## config.mk

```make
export PLATFORM = sky130hd
export DESIGN_NAME = directory_name_table_core
export DESIGN_NICKNAME = d
export VERILOG_FILES = /design/src/hdl/dnt_pkg.sv /design/src/hdl/dnt_front.sv /design/src/hdl/dnt_back.sv /design/src/hdl/directory_name_table_core.sv
export SDC_FILE = /design/constraint.sdc
export NUM_CORES = 2
export LEC_CHECK = 0
export ABC_AREA = 1
export BUFFER_PORTS_ARGS = -buffer_cell sky130_fd_sc_hd__buf_2
export CAP_MARGIN = 20
export CORE_UTILIZATION = 30
export DETAILED_ROUTE_END_ITERATION = 6
export GPL_TIMING_DRIVEN = 0
export SLEW_MARGIN = 20
export SYNTH_ARGS = -nofsm -noshare
export SYNTH_HDL_FRONTEND = slang
export SYNTH_HIERARCHICAL = 1
export SYNTH_SLANG_ARGS = --single-unit
```

## constraint.sdc

```tcl
create_clock -name clk -period 9.11 [get_ports clk]
set_input_delay 1.3665 -clock clk [delete_from_list [all_inputs] [get_ports clk]]
set_output_delay 1.3665 -clock clk [all_outputs]
set_load 0.01 [all_outputs]
```

## src/hdl/dnt_pkg.sv

```systemverilog
`timescale 1ns / 1ps
`default_nettype none

package dnt_pkg;

  localparam int ENTRIES_DEF    = 16;
  localparam int NAME_BYTES_DEF = 8;
  localparam int NAME_W_MAX     = 64;
  localparam int SECTOR_W       = 16;
  localparam int SLOT_W         = 4;
  localparam int ACTION_W       = 3;
  localparam int QDEPTH         = 2;

  localparam logic [ACTION_W-1:0] ACT_LOOKUP     = 3'd0;
  localparam logic [ACTION_W-1:0] ACT_ADD_FILE   = 3'd1;
  localparam logic [ACTION_W-1:0] ACT_ADD_DIR    = 3'd2;
  localparam logic [ACTION_W-1:0] ACT_ADD_DOTS   = 3'd3;
  localparam logic [ACTION_W-1:0] ACT_REMOVE     = 3'd4;
  localparam logic [ACTION_W-1:0] ACT_SECTOR_DIR = 3'd5;

  typedef enum logic [2:0] {
    OP_LOOKUP,
    OP_ADD,
    OP_DOTS,
    OP_REMOVE,
    OP_SECDIR,
    OP_NONE
  } op_t;

  typedef struct packed {
    logic [ACTION_W-1:0]   action;
    logic [NAME_W_MAX-1:0] name;
    logic [SECTOR_W-1:0]   sector;
    logic [SECTOR_W-1:0]   parent_sector;
  } req_t;

  typedef struct packed {
    logic                ok;
    logic [SLOT_W-1:0]   slot;
    logic [SECTOR_W-1:0] found_sector;
    logic                is_directory;
    logic                empty_res;
    logic                full_res;
  } rsp_t;

  // classified transaction handed from front to back
  typedef struct packed {
    op_t                   op;
    logic                  add_dir;
    logic [NAME_W_MAX-1:0] name;
    logic [SECTOR_W-1:0]   sector;
    logic [SECTOR_W-1:0]   parent_sector;
  } cmd_t;

  // keep bytes up to the first zero byte or nb bytes, clear the rest
  function automatic logic [NAME_W_MAX-1:0] trim_name(input logic [NAME_W_MAX-1:0] n,
                                                       input int nb);
    logic [NAME_W_MAX-1:0] r;
    logic                  stop;
    r    = '0;
    stop = 1'b0;
    for (int b = 0; b < NAME_W_MAX / 8; b++) begin
      if (b >= nb || n[8*b +: 8] == 8'h00) begin
        stop = 1'b1;
      end
      if (!stop) begin
        r[8*b +: 8] = n[8*b +: 8];
      end
    end
    return r;
  endfunction

endpackage

`default_nettype wire

```

## src/hdl/dnt_front.sv

```systemverilog
`timescale 1ns / 1ps
`default_nettype none

module dnt_front #(
  parameter int NAME_BYTES = dnt_pkg::NAME_BYTES_DEF
) (
  input  wire logic          clk,
  input  wire logic          rst,
  input  wire logic          req_valid,
  output logic               req_ready,
  input  wire dnt_pkg::req_t req,
  output logic               cmd_valid,
  input  wire logic          cmd_ready,
  output dnt_pkg::cmd_t      cmd
);

  localparam int QPTR_W = (dnt_pkg::QDEPTH > 1) ? $clog2(dnt_pkg::QDEPTH) : 1;
  localparam int QCNT_W = $clog2(dnt_pkg::QDEPTH + 1);

  dnt_pkg::cmd_t      cls;
  dnt_pkg::cmd_t      q_mem [dnt_pkg::QDEPTH];
  logic [QPTR_W-1:0]  wr_ptr;
  logic [QPTR_W-1:0]  rd_ptr;
  logic [QCNT_W-1:0]  fill;
  logic               push;
  logic               pop;

  always_comb begin
    cls.add_dir       = (req.action == dnt_pkg::ACT_ADD_DIR);
    cls.name          = dnt_pkg::trim_name(req.name, NAME_BYTES);
    cls.sector        = req.sector;
    cls.parent_sector = req.parent_sector;
    case (req.action)
      dnt_pkg::ACT_LOOKUP:     cls.op = dnt_pkg::OP_LOOKUP;
      dnt_pkg::ACT_ADD_FILE:   cls.op = dnt_pkg::OP_ADD;
      dnt_pkg::ACT_ADD_DIR:    cls.op = dnt_pkg::OP_ADD;
      dnt_pkg::ACT_ADD_DOTS:   cls.op = dnt_pkg::OP_DOTS;
      dnt_pkg::ACT_REMOVE:     cls.op = dnt_pkg::OP_REMOVE;
      dnt_pkg::ACT_SECTOR_DIR: cls.op = dnt_pkg::OP_SECDIR;
      default:                 cls.op = dnt_pkg::OP_NONE;
    endcase
  end

  assign req_ready = (fill != QCNT_W'(dnt_pkg::QDEPTH));
  assign cmd_valid = (fill != '0);
  assign cmd       = q_mem[rd_ptr];
  assign push      = req_valid && req_ready;
  assign pop       = cmd_valid && cmd_ready;

  always_ff @(posedge clk) begin
    if (push) begin
      q_mem[wr_ptr] <= cls;
    end
  end

  always_ff @(posedge clk) begin
    if (rst) begin
      wr_ptr <= '0;
      rd_ptr <= '0;
      fill   <= '0;
    end else begin
      if (push) begin
        wr_ptr <= (wr_ptr == QPTR_W'(dnt_pkg::QDEPTH - 1)) ? '0 : wr_ptr + QPTR_W'(1);
      end
      if (pop) begin
        rd_ptr <= (rd_ptr == QPTR_W'(dnt_pkg::QDEPTH - 1)) ? '0 : rd_ptr + QPTR_W'(1);
      end
      if (push && !pop) begin
        fill <= fill + QCNT_W'(1);
      end else if (pop && !push) begin
        fill <= fill - QCNT_W'(1);
      end
    end
  end

endmodule

`default_nettype wire

```

## src/hdl/dnt_back.sv

```systemverilog
`timescale 1ns / 1ps
`default_nettype none

module dnt_back #(
  parameter int ENTRIES    = dnt_pkg::ENTRIES_DEF,
  parameter int NAME_BYTES = dnt_pkg::NAME_BYTES_DEF
) (
  input  wire logic          clk,
  input  wire logic          rst,
  input  wire logic          cmd_valid,
  output logic               cmd_ready,
  input  wire dnt_pkg::cmd_t cmd,
  output logic               rsp_valid,
  input  wire logic          rsp_ready,
  output dnt_pkg::rsp_t      rsp
);

  localparam int IDX_W  = $clog2(ENTRIES);
  localparam int CNT_W  = $clog2(ENTRIES - 1);
  localparam int NAME_W = 8 * NAME_BYTES;
  localparam logic [IDX_W-1:0] LAST_IDX = IDX_W'(ENTRIES - 1);
  localparam logic [dnt_pkg::NAME_W_MAX-1:0] DOT_NAME =
    dnt_pkg::trim_name(64'h2E, NAME_BYTES);
  localparam logic [dnt_pkg::NAME_W_MAX-1:0] DOTDOT_NAME =
    dnt_pkg::trim_name(64'h2E2E, NAME_BYTES);

  typedef enum logic [5:0] {
    S_IDLE   = 6'b000001,
    S_SCAN   = 6'b000010,
    S_FINISH = 6'b000100,
    S_DOT0   = 6'b001000,
    S_DOT1   = 6'b010000,
    S_RESP   = 6'b100000
  } state_t;

  state_t                       state;
  dnt_pkg::cmd_t                cur;
  logic [ENTRIES-1:0]           in_use;
  logic [CNT_W-1:0]             cnt_used;

  // entry storage
  logic [NAME_W-1:0]            name_mem [ENTRIES];
  logic [dnt_pkg::SECTOR_W-1:0] sec_mem  [ENTRIES];
  logic                         dir_mem  [ENTRIES];

  logic                         mem_we;
  logic [IDX_W-1:0]             mem_waddr;
  logic [NAME_W-1:0]            mem_wname;
  logic [dnt_pkg::SECTOR_W-1:0] mem_wsec;
  logic                         mem_wdir;

  // scan pipeline
  logic [IDX_W-1:0]             scan_idx;
  logic                         issue_on;
  logic                         cmp_vld;
  logic                         cmp_used;
  logic [IDX_W-1:0]             cmp_idx;
  logic [NAME_W-1:0]            rd_name;
  logic [dnt_pkg::SECTOR_W-1:0] rd_sec;
  logic                         rd_dir;
  logic                         hit;

  logic                         found;
  logic [IDX_W-1:0]             found_idx;
  logic [dnt_pkg::SECTOR_W-1:0] found_sec;
  logic                         found_dir;
  logic                         free_any;
  logic [IDX_W-1:0]             free_idx;

  logic                         res_ok;
  logic [IDX_W-1:0]             res_idx;
  logic [dnt_pkg::SECTOR_W-1:0] res_fsec;
  logic                         res_dir;
  logic [7:0]                   res_idx_wide;

  logic                         add_do;
  logic                         remove_do;
  logic                         dots_free;
  logic                         rsp_load;

  assign cmd_ready    = (state == S_IDLE);
  assign add_do       = (cur.op == dnt_pkg::OP_ADD) && !found && free_any;
  assign remove_do    = (cur.op == dnt_pkg::OP_REMOVE) && found;
  assign dots_free    = !in_use[0] && !in_use[1];
  assign rsp_load     = (state == S_RESP) && (!rsp_valid || rsp_ready);
  assign res_idx_wide = 8'(res_idx);

  assign hit = cmp_used && ((cur.op == dnt_pkg::OP_SECDIR) ? (rd_sec == cur.sector)
                                                           : (rd_name == cur.name[NAME_W-1:0]));

  always_comb begin
    mem_we    = 1'b0;
    mem_waddr = free_idx;
    mem_wname = cur.name[NAME_W-1:0];
    mem_wsec  = cur.sector;
    mem_wdir  = cur.add_dir;
    case (state)
      S_FINISH: begin
        mem_we = add_do;
      end
      S_DOT0: begin
        mem_we    = dots_free;
        mem_waddr = '0;
        mem_wname = DOT_NAME[NAME_W-1:0];
        mem_wdir  = 1'b1;
      end
      S_DOT1: begin
        mem_we    = 1'b1;
        mem_waddr = IDX_W'(1);
        mem_wname = DOTDOT_NAME[NAME_W-1:0];
        mem_wsec  = cur.parent_sector;
        mem_wdir  = 1'b1;
      end
      default: begin
        mem_we = 1'b0;
      end
    endcase
  end

  always_ff @(posedge clk) begin
    if (mem_we) begin
      name_mem[mem_waddr] <= mem_wname;
      sec_mem[mem_waddr]  <= mem_wsec;
      dir_mem[mem_waddr]  <= mem_wdir;
    end
    rd_name  <= name_mem[scan_idx];
    rd_sec   <= sec_mem[scan_idx];
    rd_dir   <= dir_mem[scan_idx];
    cmp_used <= in_use[scan_idx];
    cmp_idx  <= scan_idx;
  end

  always_ff @(posedge clk) begin
    if (rst) begin
      state     <= S_IDLE;
      issue_on  <= 1'b0;
      cmp_vld   <= 1'b0;
      in_use    <= '0;
      cnt_used  <= '0;
      rsp_valid <= 1'b0;
    end else begin
      cmp_vld <= (state == S_SCAN) && issue_on;
      if (rsp_load) begin
        rsp_valid <= 1'b1;
      end else if (rsp_valid && rsp_ready) begin
        rsp_valid <= 1'b0;
      end
      case (state)
        S_IDLE: begin
          if (cmd_valid) begin
            case (cmd.op)
              dnt_pkg::OP_DOTS: state <= S_DOT0;
              dnt_pkg::OP_NONE: state <= S_RESP;
              default: begin
                state    <= S_SCAN;
                issue_on <= 1'b1;
              end
            endcase
          end
        end
        S_SCAN: begin
          if (issue_on) begin
            if (scan_idx == LAST_IDX) begin
              issue_on <= 1'b0;
            end
          end else begin
            // last entry is being compared on this edge
            state <= S_FINISH;
          end
        end
        S_FINISH: begin
          if (add_do) begin
            in_use[free_idx] <= 1'b1;
            if (free_idx >= IDX_W'(2)) begin
              cnt_used <= cnt_used + CNT_W'(1);
            end
          end
          if (remove_do) begin
            in_use[found_idx] <= 1'b0;
            if (found_idx >= IDX_W'(2)) begin
              cnt_used <= cnt_used - CNT_W'(1);
            end
          end
          state <= S_RESP;
        end
        S_DOT0: begin
          if (dots_free) begin
            in_use[0] <= 1'b1;
            state     <= S_DOT1;
          end else begin
            state <= S_RESP;
          end
        end
        S_DOT1: begin
          in_use[1] <= 1'b1;
          state     <= S_RESP;
        end
        S_RESP: begin
          if (!rsp_valid || rsp_ready) begin
            state <= S_IDLE;
          end
        end
        default: begin
          state <= S_IDLE;
        end
      endcase
    end
  end

  always_ff @(posedge clk) begin
    if (state == S_IDLE && cmd_valid) begin
      cur      <= cmd;
      scan_idx <= '0;
      found    <= 1'b0;
      free_any <= 1'b0;
      res_ok   <= 1'b0;
      res_idx  <= '0;
      res_fsec <= '0;
      res_dir  <= 1'b0;
    end
    if (state == S_SCAN && issue_on && scan_idx != LAST_IDX) begin
      scan_idx <= scan_idx + IDX_W'(1);
    end
    if (cmp_vld) begin
      if (hit && !found) begin
        found     <= 1'b1;
        found_idx <= cmp_idx;
        found_sec <= rd_sec;
        found_dir <= rd_dir;
      end
      if (!cmp_used && !free_any) begin
        free_any <= 1'b1;
        free_idx <= cmp_idx;
      end
    end
    if (state == S_FINISH) begin
      case (cur.op)
        dnt_pkg::OP_LOOKUP: begin
          res_ok <= found;
          if (found) begin
            res_idx  <= found_idx;
            res_fsec <= found_sec;
          end
        end
        dnt_pkg::OP_ADD: begin
          res_ok <= add_do;
          if (add_do) begin
            res_idx <= free_idx;
          end
        end
        dnt_pkg::OP_REMOVE: begin
          res_ok <= found;
          if (found) begin
            res_idx <= found_idx;
          end
        end
        dnt_pkg::OP_SECDIR: begin
          res_ok <= found;
          if (found) begin
            res_idx <= found_idx;
            res_dir <= found_dir;
          end
        end
        default: begin
          res_ok <= 1'b0;
        end
      endcase
    end
    if (state == S_DOT0 && dots_free) begin
      res_ok <= 1'b1;
    end
    if (rsp_load) begin
      rsp.ok           <= res_ok;
      rsp.slot         <= res_idx_wide[dnt_pkg::SLOT_W-1:0];
      rsp.found_sector <= res_fsec;
      rsp.is_directory <= res_dir;
      rsp.empty_res    <= (cnt_used == '0);
      rsp.full_res     <= (cnt_used == CNT_W'(ENTRIES - 2));
    end
  end

  a_cnt_range: assert property (@(posedge clk) disable iff (rst)
    cnt_used <= CNT_W'(ENTRIES - 2))
    else $error("used count beyond table size");

  a_miss_zero: assert property (@(posedge clk) disable iff (rst)
    (rsp_valid && !rsp.ok) |-> (rsp.slot == '0 && rsp.found_sector == '0 && !rsp.is_directory))
    else $error("failed transaction carries nonzero fields");

  a_flags_excl: assert property (@(posedge clk) disable iff (rst)
    rsp_valid |-> !(rsp.empty_res && rsp.full_res))
    else $error("empty and full both set");

  a_scan_tail: assert property (@(posedge clk) disable iff (rst)
    (state == S_SCAN && !issue_on) |-> cmp_vld)
    else $error("scan ended without last compare");

  a_dots_order: assert property (@(posedge clk) disable iff (rst)
    (state == S_DOT1) |-> (in_use[0] && $past(state) == S_DOT0))
    else $error("dot-dot entry written without dot entry");

endmodule

`default_nettype wire

```

## src/hdl/directory_name_table_core.sv

```systemverilog
// Directory name table: a fixed table of ENTRIES name entries (in-use mark,
// directory flag, header sector, name of NAME_BYTES bytes).
// Request channel req_valid/req_ready/req carries action, name, sector and
// parent_sector; response channel rsp_valid/rsp_ready/rsp returns one
// transaction per request, in order.
// A front stage trims the name, decodes the action and parks the request in
// a two-deep queue; the back engine then scans the table one entry per cycle
// through the registered read port of the entry memory.
// Lookup, add, remove and sector query scan every entry in turn before they
// respond; add dots and unused actions skip the scan.
// One request is worked on at a time, so the engine takes no new request
// before its response is loaded; the queue keeps accepting up to two
// requests meanwhile.
// Reset (rst, synchronous) marks every slot free; no clearing pass is needed.
// A stalled receiver holds the response register; the engine finishes the
// next request and waits in front of the response register until it frees.
`timescale 1ns / 1ps
`default_nettype none

module directory_name_table_core #(
  parameter int ENTRIES    = dnt_pkg::ENTRIES_DEF,
  parameter int NAME_BYTES = dnt_pkg::NAME_BYTES_DEF
) (
  input  wire logic          clk,
  input  wire logic          rst,
  input  wire logic          req_valid,
  output logic               req_ready,
  input  wire dnt_pkg::req_t req,
  output logic               rsp_valid,
  input  wire logic          rsp_ready,
  output dnt_pkg::rsp_t      rsp
);

  logic          cmd_valid;
  logic          cmd_ready;
  dnt_pkg::cmd_t cmd;

  dnt_front #(
    .NAME_BYTES (NAME_BYTES)
  ) u_front (
    .clk       (clk),
    .rst       (rst),
    .req_valid (req_valid),
    .req_ready (req_ready),
    .req       (req),
    .cmd_valid (cmd_valid),
    .cmd_ready (cmd_ready),
    .cmd       (cmd)
  );

  dnt_back #(
    .ENTRIES    (ENTRIES),
    .NAME_BYTES (NAME_BYTES)
  ) u_back (
    .clk       (clk),
    .rst       (rst),
    .cmd_valid (cmd_valid),
    .cmd_ready (cmd_ready),
    .cmd       (cmd),
    .rsp_valid (rsp_valid),
    .rsp_ready (rsp_ready),
    .rsp       (rsp)
  );

endmodule

`default_nettype wire
```

==> impl_metrics.toml <==
[placed_design]
placement.io_buffers = 128
dpl.hpwl_um = 132000
replace_congestion = 0.828

[worst_setup_path]
crit_path_start = "u_back/state[4]"
start_kind = "flop"
worst-r2r-setup-slack_ps = 5620
timing.critical_path.to = "u_back/name_mem[7][33]"
critical_path_required_ps = 9630
path_class = "flop to flop"
r2r_start = "u_back/state[4]"
critical_path_arrival_ps = 4000
crit_path_max_fanout = 10
worst-r2r-cell-count = 11
worst_flop_to_flop_path_endpoint = "u_back/name_mem[7][33]"
critical_path_end_type = "flop"

[sta]
timing.fmax_ghz = 0.287
fin_setup_tns_ps = 0
final.setup_skew_ps = 26.2
min_period_over_period_pct = 38.3
setup-violations-final = 0
timing.final.crit_period_ps = 3490
hold_ws_ps = 401
tightestPinTransition_ps = 1150
hold_viol = 0
rsz_0062_raised_after_global_routing = "no"
relSlewSlack_pct = 23.2
final_max_slew_viol_count = 0

[synth]
synth-async-reset-ratio_pct = 0
synth.area.top_cells = "sky130_fd_sc_hd__edfxtp_1 (72%), sky130_fd_sc_hd__o21ai_0 (5.0%), sky130_fd_sc_hd__nor2_1 (4.9%)"
postSynth.topFlopCell = "sky130_fd_sc_hd__edfxtp_1"
synthMostInstantiatedCell = "sky130_fd_sc_hd__edfxtp_1"
syn-instance-count = 5208
syn_area_per_cell_um2 = 13.3
synthDistinctLibCells = 48
netlist_area_um2 = 69200
synth_edf_count = 1649
synth.top_cells.by_count = "sky130_fd_sc_hd__edfxtp_1 (1649), sky130_fd_sc_hd__nor2_1 (898), sky130_fd_sc_hd__o21ai_0 (690)"
yosys.area.top_type_share_pct = 71.6
synthesis.nets = 5316
synth-warning-count = 6
seq_area_frac_synth_pct = 75.7
ys_seq_elements = 1793
synth.largest_area_cell = "sky130_fd_sc_hd__edfxtp_1"

[finish]
area_delta_synth_final_pct = 17.2
multi_input_gate_area_in_the_final_layout_um2 = 14600
final_core_util_pct = 35.5
fillCellCount = 21800
ff_latch_area_um2 = 52400
drive_gt1_share_pct = 13.5
finalNetCount = 5720

[route]
route.detailed.vias_per_inst = 4.98
via_count = 43700
drt.antenna.violating_nets = 0
detail_route.drc_violations = 0
drt-wirelength-per-cell_um = 21.8
drt-total-wl_um = 191000
number_of_drc_violations_after_detailed_routing_iteration_0 = 4818
drt_pass1_iterations = 6

[grt]
grt_max_degree = 53
total_grt_overflow = 0
track_usage_pct = 16.1
antenna_found_initial = 14
grt_first_pass_wirelength_um = 277000
grt_pass1_vias = 41900

[clock_network]
htree_num_levels = 4
tritoncts.num_buffers = 173
max-clock-path-buffers = 3
cts.reportedPaths.clkPinSlew_ps = 60
cts_hold_buf = 0
cts.repair_timing.setup_buffer_count = 0
cts.sinks = 1793
cts_root_buffer = "sky130_fd_sc_hd__clkbuf_16"
clock_latency_ps = 820
cts.repair.resized = 0
cts_tree = "done"

[pwr]
p_leak_nw = 27.3
p_per_area_nw_per_um2 = 305
ir_worst_vdd_v = 0.000289

[floorplan]
num_rows = 175
fp.coreArea_um2 = 228000
die_x_um = 482
chipHeight_um = 482
design.portCount = 129
floorplan.die_area_um2 = 233000
start_util_pct = 30.3

[flow_run]
max-cap-violations = 0

[min_path]
worstHoldPathType = "flop to flop"

[outcome]
outcome = "completed"
==> how the worst min path moves through the flow <==
stage                     cells past startpoint          startpoint  slack [ps]                 to
after floorplan                               0  u_back/scan_idx[2]         360  u_back/cmp_idx[2]
after CTS                                     0       u_back/rd_dir         410   u_back/found_dir
final                                         0       u_back/rd_dir         400   u_back/found_dir
after global placement                        0       u_back/rd_dir         390   u_back/found_dir
after global routing                          0       u_back/rd_dir         420   u_back/found_dir
after detailed placement                      0       u_back/rd_dir         390   u_back/found_dir
==> metrics by stage <==
step	power, mW	cells	setup slack, ps	area [um2]
final	24.7	8773	5620	81100
after global routing	25.8	8768	5510	81100
after CTS	24.8	8766	5670	81100
after detailed placement	17.8	8444	5670	75500
after global placement	17.6	8345	-3880	73600
after floorplan	14.9	5208	1900	69200
==> critical path, stage by stage (launching register included) <==
cell and delay (ps):
sky130_fd_sc_hd__dfxtp_1 450, sky130_fd_sc_hd__nor2_4 80, sky130_fd_sc_hd__nand4_1 240, sky130_fd_sc_hd__nand2_2 260, sky130_fd_sc_hd__buf_4 340, sky130_fd_sc_hd__nor3_2 580, sky130_fd_sc_hd__buf_4 320, sky130_fd_sc_hd__buf_6 180
sky130_fd_sc_hd__buf_6 160, sky130_fd_sc_hd__buf_4 180, sky130_fd_sc_hd__buf_4 190, sky130_fd_sc_hd__buf_4 200
==> cell type report <==
cell class / instances / share of cell area, %
inverters: 268 / 1.25
clock buffers: 245 / 5.93
plain buffers: 301 / 1.75
well taps: 3009 / 4.64
repair buffers: 229 / 2.98
clock inverters: 77 / 0.885
multi-input cells: 2846 / 18.0
diodes: 5 / 0.0154
flip-flops and latches: 1793 / 64.6
==> per-layer routing <==
layer / GRT usage (%) / routed length (um)
met1: 22.3 / 82200
met5: 0 / 11
met4: 5.79 / 5650
met2: 25.2 / 87200
met3: 2.79 / 16400
==> sequential cells by signal, indices dropped and copies added, names as in the netlist, 24 cells and up, named ones only <==
signal / flops
u_back/sec_mem: 256
u_front/q_mem: 200
u_back/rd_name: 64
u_back/name_mem: 1024
u_back/rsp: 24
u_back/cur: 100
==> placed cells by master (no fill, tap or decap), types with 10 or more instances in the layout <==
cell type / count
sky130_fd_sc_hd__o21ai_1: 15
sky130_fd_sc_hd__clkinv_1: 20
sky130_fd_sc_hd__buf_1: 18
sky130_fd_sc_hd__a21oi_1: 38
sky130_fd_sc_hd__dfxtp_1: 144
sky130_fd_sc_hd__clkbuf_8: 19
sky130_fd_sc_hd__nand3_1: 170
sky130_fd_sc_hd__buf_6: 20
sky130_fd_sc_hd__mux2_2: 100
sky130_fd_sc_hd__nor2_1: 863
sky130_fd_sc_hd__xnor2_1: 10
sky130_fd_sc_hd__clkinv_2: 30
sky130_fd_sc_hd__nand2_1: 464
sky130_fd_sc_hd__o221ai_1: 131
sky130_fd_sc_hd__xor2_1: 16
sky130_fd_sc_hd__buf_4: 42
sky130_fd_sc_hd__edfxtp_1: 1649
sky130_fd_sc_hd__buf_12: 50
sky130_fd_sc_hd__o211ai_1: 33
sky130_fd_sc_hd__nor2_2: 23
sky130_fd_sc_hd__buf_2: 205
sky130_fd_sc_hd__inv_1: 260
sky130_fd_sc_hd__nor2_4: 23
sky130_fd_sc_hd__o22ai_1: 195
sky130_fd_sc_hd__clkbuf_1: 216
sky130_fd_sc_hd__o21ai_0: 683
sky130_fd_sc_hd__clkbuf_2: 12
sky130_fd_sc_hd__nand4_1: 10
sky130_fd_sc_hd__clkbuf_16: 174
sky130_fd_sc_hd__buf_16: 19
==> power by group <==
group          internal (mW)  leakage [nW]  switching (mW)
Clock                   3.95          2.71            3.06
Combinational           1.81          8.49            5.12
Sequential              10.5          16.1           0.274
==> cells by family (layout without fill, tap and decap cells) <==
family / after synthesis / count (layout) / synth area share (%)
DFF: 1793 / 1793 / 75.7
and+or+nand+nor: 1593 / 1593 / 9.31
AOI/OAI and AO/OA: 1122 / 1122 / 9.41
buffers and inverters: 569 / 1120 / 3.50
muxes: 100 / 100 / 1.63
xor gates and xnor gates: 26 / 26 / 0.329
adders and majority gates: 5 / 5 / 0.0904
other: 0 / 5 / 0
Note: power is estimated with default switching activity, not from simulation.
